<file path="src/design/hbe_pkg.sv">
// Shared types, codes and sizing constants for the Huffman byte encoder.
// No dependencies; imported by every design module.
package hbe_pkg;

    // Sizing
    localparam int MAX_CODE_LEN = 32;
    localparam int SYMBOL_COUNT = 256;
    localparam int SYM_W        = (SYMBOL_COUNT > 1) ? $clog2(SYMBOL_COUNT) : 1;
    localparam int CODE_W       = 32;
    localparam int LEN_W        = 6;
    localparam int CNT_W        = 3;
    localparam int PEND_W       = 7;
    localparam int TOT_W        = 48;
    localparam int RESULT_LIMIT = 4;
    localparam int IDX_W        = $clog2(RESULT_LIMIT);
    localparam int NUM_W        = $clog2(RESULT_LIMIT + 1);
    // Pending bits plus one full code word
    localparam int ACC_W        = MAX_CODE_LEN + PEND_W;
    localparam int SUM_W        = $clog2(ACC_W + 1);
    // Accumulator with room below it so every byte select stays in range
    localparam int AL_W         = ACC_W + 8 * RESULT_LIMIT;

    // Item kinds
    localparam logic [1:0] KIND_LOAD   = 2'd0;
    localparam logic [1:0] KIND_ENCODE = 2'd1;
    localparam logic [1:0] KIND_FLUSH  = 2'd2;

    // Result status codes
    localparam logic [1:0] ST_PACKED  = 2'd0;
    localparam logic [1:0] ST_FLUSH   = 2'd1;
    localparam logic [1:0] ST_NO_CODE = 2'd2;
    localparam logic [1:0] ST_BAD_LEN = 2'd3;

    // Table read data for the item in the packing stage
    typedef struct packed {
        logic [CODE_W-1:0] code;
        logic [LEN_W-1:0]  len;     // zero when the symbol has no code
    } tbl_rd_t;

    // All results caused by one item
    typedef struct packed {
        logic [NUM_W-1:0]                 num;     // 0 .. RESULT_LIMIT, zero when the item has no result
        logic [1:0]                       status;
        logic [RESULT_LIMIT-1:0][7:0]     bytes;   // element 0 goes out first
        logic                             present;
        logic [TOT_W-1:0]                 total;
    } rec_t;

endpackage

</file>
<file path="src/design/hbe_out_buffer.sv">
// Output register: holds the results of one item and sends them one per transfer.
// Depends on hbe_pkg.
module hbe_out_buffer (
    input  logic                      aclk,
    input  logic                      aresetn,
    input  logic                      rec_load,
    input  hbe_pkg::rec_t             rec,
    output logic                      rec_free,
    output logic                      m_valid,
    input  logic                      m_ready,
    output logic [1:0]                m_status,
    output logic [7:0]                m_out_byte,
    output logic                      m_byte_present,
    output logic [47:0]               m_total_bits,
    output logic                      m_last
);
    import hbe_pkg::*;

    rec_t             rec_reg;
    logic             valid_reg;
    logic [IDX_W-1:0] idx_reg;
    logic             is_last;
    logic             done;

    assign is_last  = (NUM_W'(idx_reg) + NUM_W'(1)) == rec_reg.num;
    assign done     = valid_reg && m_ready && is_last;
    assign rec_free = !valid_reg || done;

    always_ff @(posedge aclk) begin
        if (rec_load) begin
            rec_reg <= rec;
        end
    end

    // Result index within the held item
    always_ff @(posedge aclk) begin
        if (!aresetn) begin
            valid_reg <= 1'b0;
            idx_reg   <= '0;
        end else begin
            if (rec_load) begin
                valid_reg <= 1'b1;
                idx_reg   <= '0;
            end else if (done) begin
                valid_reg <= 1'b0;
                idx_reg   <= '0;
            end else if (valid_reg && m_ready) begin
                idx_reg <= idx_reg + IDX_W'(1);
            end
        end
    end

    assign m_valid        = valid_reg;
    assign m_status       = rec_reg.status;
    assign m_out_byte     = rec_reg.bytes[idx_reg];
    assign m_byte_present = rec_reg.present;
    assign m_total_bits   = rec_reg.total;
    assign m_last         = is_last;

endmodule

</file>
<file path="config.mk">
export PLATFORM = sky130hd
export DESIGN_NAME = hbe_out_buffer
export DESIGN_NICKNAME = d
export VERILOG_FILES = /design/src/design/hbe_pkg.sv /design/src/design/hbe_out_buffer.sv
export SDC_FILE = /design/constraint.sdc
export NUM_CORES = 1
export LEC_CHECK = 0
export BUFFER_PORTS_ARGS = -buffer_cell sky130_fd_sc_hd__buf_2
export CAP_MARGIN = 20
export CORE_MARGIN = 1
export CORE_UTILIZATION = 50
export DETAILED_ROUTE_END_ITERATION = 10
export HOLD_SLACK_MARGIN = 0.03
export PLACE_DENSITY_LB_ADDON = 0.25
export SYNTH_ARGS = -nofsm -noshare
export SYNTH_HDL_FRONTEND = slang
export SYNTH_SLANG_ARGS = --single-unit
</file>
<file path="constraint.sdc">
create_clock -name aclk -period 2.7 [get_ports aclk]
set_input_delay 0.405 -clock aclk [delete_from_list [all_inputs] [get_ports aclk]]
set_output_delay 0.405 -clock aclk [all_outputs]
set_load 0.02 [all_outputs]
</file>
==> summary.md, run 1 <==
| Metric | Value |
|---|---|
| GRT busiest layer | met2 |
| Vias | around 1700 |
| Final hold vios | 0 |
| Non-filler cells, final | ~360 |
| Leakage power | 1.67 nW |
| # DRC | 0 |
| Mapped Cells | 166 |
| Hold Path Origin | rec[74] |
| Hold buffer count at CTS | 0 |
| Max_cap viols | 0 |
| Post-layout util | a little over three fifths |
| Most frequent cells in the layout | 150 x buf_2, 86 x edfxtp_1, 9 x clkbuf_8 |
| Share of layout cells above drive strength 1 | 61.6% |
| Post-CTS setup buffer count | 0 |
| Largest family of logic cells by synthesized area | buffers and inverters |
| PwrDens | between 600 and 700 nW/µm² |
| Combinational fraction of design power | 10.7% |
| Setup crit start | idx_reg[0] |
| TritonCTS clock tree | yes |
| Total power | 2.79 mW |
| Pin count of the biggest net entering global routing | 54 |
| Period utilization | 79.3% |
| 1st-iter DRT viols | 69 |
| Die Ht | 83.8 µm |
| GR Util met2 | 25.8% |
| Post-synthesis sequential area ratio | 79.0% |
| Global route total overflow | 0 |
| Layout Skew | 0.00318 ns |
| Sequential Area | 2640 µm² |
| Final #Nets | 370 |
| WP data required | 2.30 ns |
| Met3 usage | 5.14% |
| Largest register FFs | 48 |
| # setup viols final | 0 |
| Setup TNS | 0 ns |
| Syn Area/Cell | 20.1 µm² |
| Vias/cell | 4.62 |
| Chip width | 83.8 µm |
| First-pass GRT wire length | 7.76 mm |
| Mux contribution to synthesized area | 5.69% |
| Site row count | 29 |
| DR WL/cell | approximately 14 µm |
| Synthesized flop and latch total | 89 |
| Crit-path max FO | 4 |
| Starting Density | 52.4% |
| Post-Synth Simple-Gate Area | between 1.5 and 2% |
| Critical Path, Cell by Cell | ha_1 > xor2_1 > nor3_2 > a21bo_1 > buf_2 |
| Total CTS buffers | 9 |
| Cell count after placement | between 300 and 400 |
| GR Layer Usage met1 | 16.2% |
| Slowest-stage cell, CP | dfxtp_1 |
| Cts repair resizes | 0 |
| Later-pin clock latency in the skew report | around 0.34 ns |
| CP arrival | 1.74 ns |
| Clock power frac | 30.0% |
| Compound-Gate Fraction of Synth Area | 0.786% |
| Mapped cell area | approximately 3300 µm² |
| CP endpoint kind | output pin |
| # fillers | 496 |
| Final wirelength | around 5.1 mm |
| Hold WC Path Type | in2reg |
| Die area | 7020 µm² |
| Switching Share | 21.9% |
| Fmax achieved | 0.467 GHz |
| Worst slew pin tran | 0.468 ns |
| Outcome | finished clean |
| Clock-pin slew on the worst setup and hold paths | roughly 0.080 ns |
| Family with the most delay on the worst path | flip-flops |
| Max Root-Sink Buffers | 2 |
| VDD IR max | about 0.00042 V |
| H-Tree Depth | 3 |
| Floorplan core area | 6390 µm² |
| Sequential share of power | between 50% and 60% |
| Post-synth EDFFs | 86 |
| Fin. max-slew vios | 0 |
| Sinks on Clock Net | 89 |
| Placer Congestion | 0.726 |
| Most common cell after layout, fill and taps aside | buf_2 |
| Main synth FF type | edfxtp_1 |
| Synth Area in XOR/XNOR | 0.786% |
| First-pass DRT Iterations | 4 |
| Number of I/O port buffers | approximately 150 |
| Syn Nets | 257 |
| Internal power | roughly 2.2 mW |
| Gr usage total | between 10% and 20% |
| Reg2reg start | idx_reg[0] |
| Adder-cell share of the synthesized area | 0.374% |
| Worst Path Buf+Inv | 1 |
| Vias in the first global route | roughly 1700 |
| Post-route antenna net violation count | 0 |
| Psw | ~0.6 mW |
| Clk root buf | clkbuf_8 |
| Cell Area, Placed | 3840 µm² |
| Minimum clock period | around 2.1 ns |
| Kind of critical path | reg2out |
| Initial antenna violation count | 0 |
| Relative slew slack | just under 70% |
| RSZ-0062 raised after global routing | false |
| Fin area | 4020 µm² |
| CP peak stage delay | 0.32 ns |
| Area growth, synth to finish | 20.3% |
| YS warnings | 0 |
| Top Ports | 152 |
| Synth cell types | 22 |
| Antenna diodes | 0 |
| Area occupied by multi-input gates | 307 µm² |
| FFs w/ async S/R, synth | 0% |
| Critical path launch point type | flop |
-- worst paths after layout --
kind              slack [ns]     endpoint  cells past startpoint
hold reg to reg         0.58      m_valid                      2
hold / removal          0.23  rec_reg[74]                      1
setup / recovery        0.56     rec_free                      5
setup reg to reg        1.37   idx_reg[0]                      4
-- layer usage --
layer	vias up	wire length, µm
li1	801	-
met1	763	1870
met2	92	2630
met3	13	428
met4	0	159
met5	-	0
-- cells in the mapped netlist (all sizes together) (2+ instances only) --
library cell,number,area (µm²)
edfxtp,86,2580
buf,51,387
mux4,8,180
dfxtp,3,60.1
nor3,2,15.0
o21ai,2,10.0
xor2,2,17.5
-- worst reg2reg max path: cells and delay by family, from the launching register on --
kind	cells	cell delay, ns
adders and majority gates	1	0.32
DFF	1	0.32
xor gates and xnor gates	1	0.19
AOI/OAI and AO/OA	1	0.12
and+or+nand+nor	1	0.27
-- per-stage QoR --
step                setup WS, ns  hold WS, ns
finish                     0.559        0.231
floorplan                  0.773        0.504
detailed placement         0.921        0.563
CTS                        0.528        0.212
global placement           0.946        0.562
global route               0.438        0.205
-- cell type report --
type                            instances  share of cell area (%)
Clock buffer                           13                    3.45
Clock inverter                          3                    1.03
Inverter                                1                  0.0933
Multi-Input combinational cell         24                    7.62
Sequential cell                        89                    65.7
Tap cell                               77                    2.40
Timing Repair Buffer                  154                    19.7
-- power groups by stage --
stage | Clock [mW] | Sequential, mW | Combinational (mW)
finish | 0.838 | 1.65 | 0.297
CTS | 0.868 | 1.66 | 0.302
global route | 0.918 | 1.66 | 0.317
global placement | 0 | 1.68 | 0.298
detailed placement | 0 | 1.69 | 0.301
floorplan | 0 | 1.69 | 0.213
-- cell families (layout without fill, tap and decap cells) --
group,Yosys count,in the layout
DFF,89,89
buffers and inverters,53,171
muxes,9,9
and+or+nand+nor,7,7
AOI/OAI and AO/OA,4,4
xor gates and xnor gates,3,3
adders and majority gates,1,1
(Power assumes the default switching activity.)
==> run 2: changes to the inputs <==
Settings changed: CORE_UTILIZATION 50 to 42.
Clock period 2.7 ns to 1.8 ns, I/O delays scaled along.
==> run 2 against run 1 <==
  * The run now ends with negative setup slack left
  * Via count down 0.48%
  * Final cell count rose by 7.5%
  * Register-to-register slack got worse by 0.80 ns
  * Sequential power grew 50%
  * Sequential share of layout area fell by 1.9 points
  * Final area grew 3.2%
==> summary.md, run 2 (synthesis results as in run 1) <==
| Metric | Value |
|---|---|
| Floorplan core area | ~7700 µm² |
| Vias | 1661 |
| # setup viols final | 4 |
| Period utilization | 101% |
| Worst slew pin tran | between 0.4 and 0.5 ns |
| Relative slew slack | 67.4% |
| Critical path launch point type | flop |
| Area growth, synth to finish | 24.2% |
| Fmax achieved | 0.551 GHz |
| Psw | 0.949 mW |
| Global route total overflow | 0 |
| Crit-path max FO | 4 |
| First-pass GRT wire length | 7.81 mm |
| Family with the most delay on the worst path | flip-flops |
| Slowest-stage cell, CP | dfxtp_4 |
| CP endpoint kind | output pin |
| Worst Path Buf+Inv | 1 |
| Initial antenna violation count | 0 |
| Later-pin clock latency in the skew report | roughly 0.33 ns |
| Max_cap viols | 0 |
| # fillers | 647 |
| R2R Setup Slk | 0.57 ns |
| Sinks on Clock Net | 89 |
| Most frequent cells in the layout | 149 x buf_2, 86 x edfxtp_1, 9 x clkbuf_8 |
| Outcome | finished, violations left |
| Total CTS buffers | 9 |
| Leakage power | 1.69 nW |
| Non-filler cells, final | 388 |
| Hpwl dp | 3.81 mm |
| Area occupied by multi-input gates | 359 µm² |
| Sequential share of power | 58.8% |
| WP data required | 1.53 ns |
| Internal power | 3.28 mW |
| Starting Density | 43.3% |
| Die Ht | 91.2 µm |
| Final WS setup | -0.0141 ns |
| Switching Share | between 20% and 30% |
| Gr usage total | 12.9% |
| Most common cell after layout, fill and taps aside | buf_2 |
| Hold WC Path Type | in2reg |
| Top Ports | around 150 |
| PwrDens | slightly above 1000 nW/µm² |
| Share of layout cells above drive strength 1 | approximately two thirds |
| Kind of critical path | reg2out |
| Antenna diodes | 0 |
| Site row count | 32 |
| Post-layout util | 53.7% |
| Max Root-Sink Buffers | 2 |
| Layout Skew | 0.0101 ns |
| 1st-iter DRT viols | 44 |
| Failing checks | negative setup slack |
| Final hold vios | 0 |
| CP arrival | roughly 1.5 ns |
| First-pass DRT Iterations | 4 |
| Vias in the first global route | 1641 |
| Clock-pin slew on the worst setup and hold paths | approximately 0.080 ns |
| Largest register FFs | 48 |
| Clk root buf | clkbuf_8 |
| Die area | about 8300 µm² |
| Fin. max-slew vios | 0 |
| Combinational fraction of design power | a little over a tenth |
| CP peak stage delay | roughly 0.36 ns |
| Sequential Area | 2650 µm² |
| Pin count of the biggest net entering global routing | 42 |
| TritonCTS clock tree | yes |
| Cell count after placement | 372 |
| Final wirelength | 5.20 mm |
| DR WL/cell | 13.4 µm |
| Minimum clock period | 1.81 ns |
| VDD IR max | 0.000533 V |
| H-Tree Depth | 3 |
| Placer Congestion | 0.646 |
| Setup TNS | -0.0385 ns |
| RSZ-0062 raised after global routing | true |
| Post-route antenna net violation count | 0 |
| Number of I/O port buffers | roughly 150 |
| Critical Path, Cell by Cell | ha_4 > xor2_2 > nor3_4 > a21bo_1 > buf_6 |
| Clock power frac | 30.2% |
| # DRC | 0 |
| Chip width | 91.2 µm |
| Vias/cell | between 4 and 5 |
| Final #Nets | 372 |
-- run 2: area by class of cell --
class | count | area share (%)
Clock buffer | 11 | 3.16
Clock inverter | 5 | 1.36
Inverter | 1 | 0.0904
Multi-Input combinational cell | 24 | 8.65
Sequential cell | 89 | 63.8
Tap cell | 102 | 3.07
Timing Repair Buffer | 156 | 19.9
-- run 2: worst register-to-register path, cell delays in order, from the launching register on --
cell and delay [ns]:
dfxtp_2 0.34, ha_4 0.26, xor2_4 0.16, nor4_1 0.29, nor3_1 0.08
-- run 2: what timing repair did --
item / in CTS / in global routing
hold buffers: 0 / 0
cloned: 0 / 0
endpoints found under the setup margin: 10 / 10
gates resized for setup: 8 / 6
pin swaps: 4 / 0
setup buffers: 0 / 0
-- run 2: final timing paths --
| check | cells after the start | endpoint | startpoint |
|---|---|---|---|
| worst min register to register | 2 | m_valid | m_valid |
| worst max register to register | 4 | idx_reg[1] | idx_reg[1] |
| worst max-delay path | 5 | rec_free | idx_reg[0] |
| worst min-delay path | 1 | m_total_bits[44] | rec[44] |
-- run 2: power groups by stage --
stage	Combinational [mW]	Sequential [mW]	Clock [mW]
after floorplan	0.320	2.53	0
after global placement	0.454	2.52	0
after detailed placement	0.459	2.53	0
after CTS	0.465	2.49	1.32
after global routing	0.499	2.50	1.40
final	0.466	2.48	1.27
-- run 2: stage by stage --
step | total power, mW | area [µm²] | hold slack, ns | setup WS, ns
finish | 4.23 | 4150 | 0.102 | -0.0141
global route | 4.39 | 4150 | 0.0711 | -0.0918
CTS | 4.27 | 4110 | 0.0856 | -0.0544
detailed placement | 2.99 | 3890 | 0.448 | 0.147
global placement | 2.98 | 3890 | 0.446 | 0.180
floorplan | 2.85 | 3340 | 0.369 | 0.00816
-- run 2: metal layers --
metal,track usage (%),share of wire [%]
met4,5.56,1.3
met2,21.5,49
met1,15.4,41
met3,4.10,8.0
met5,0,0
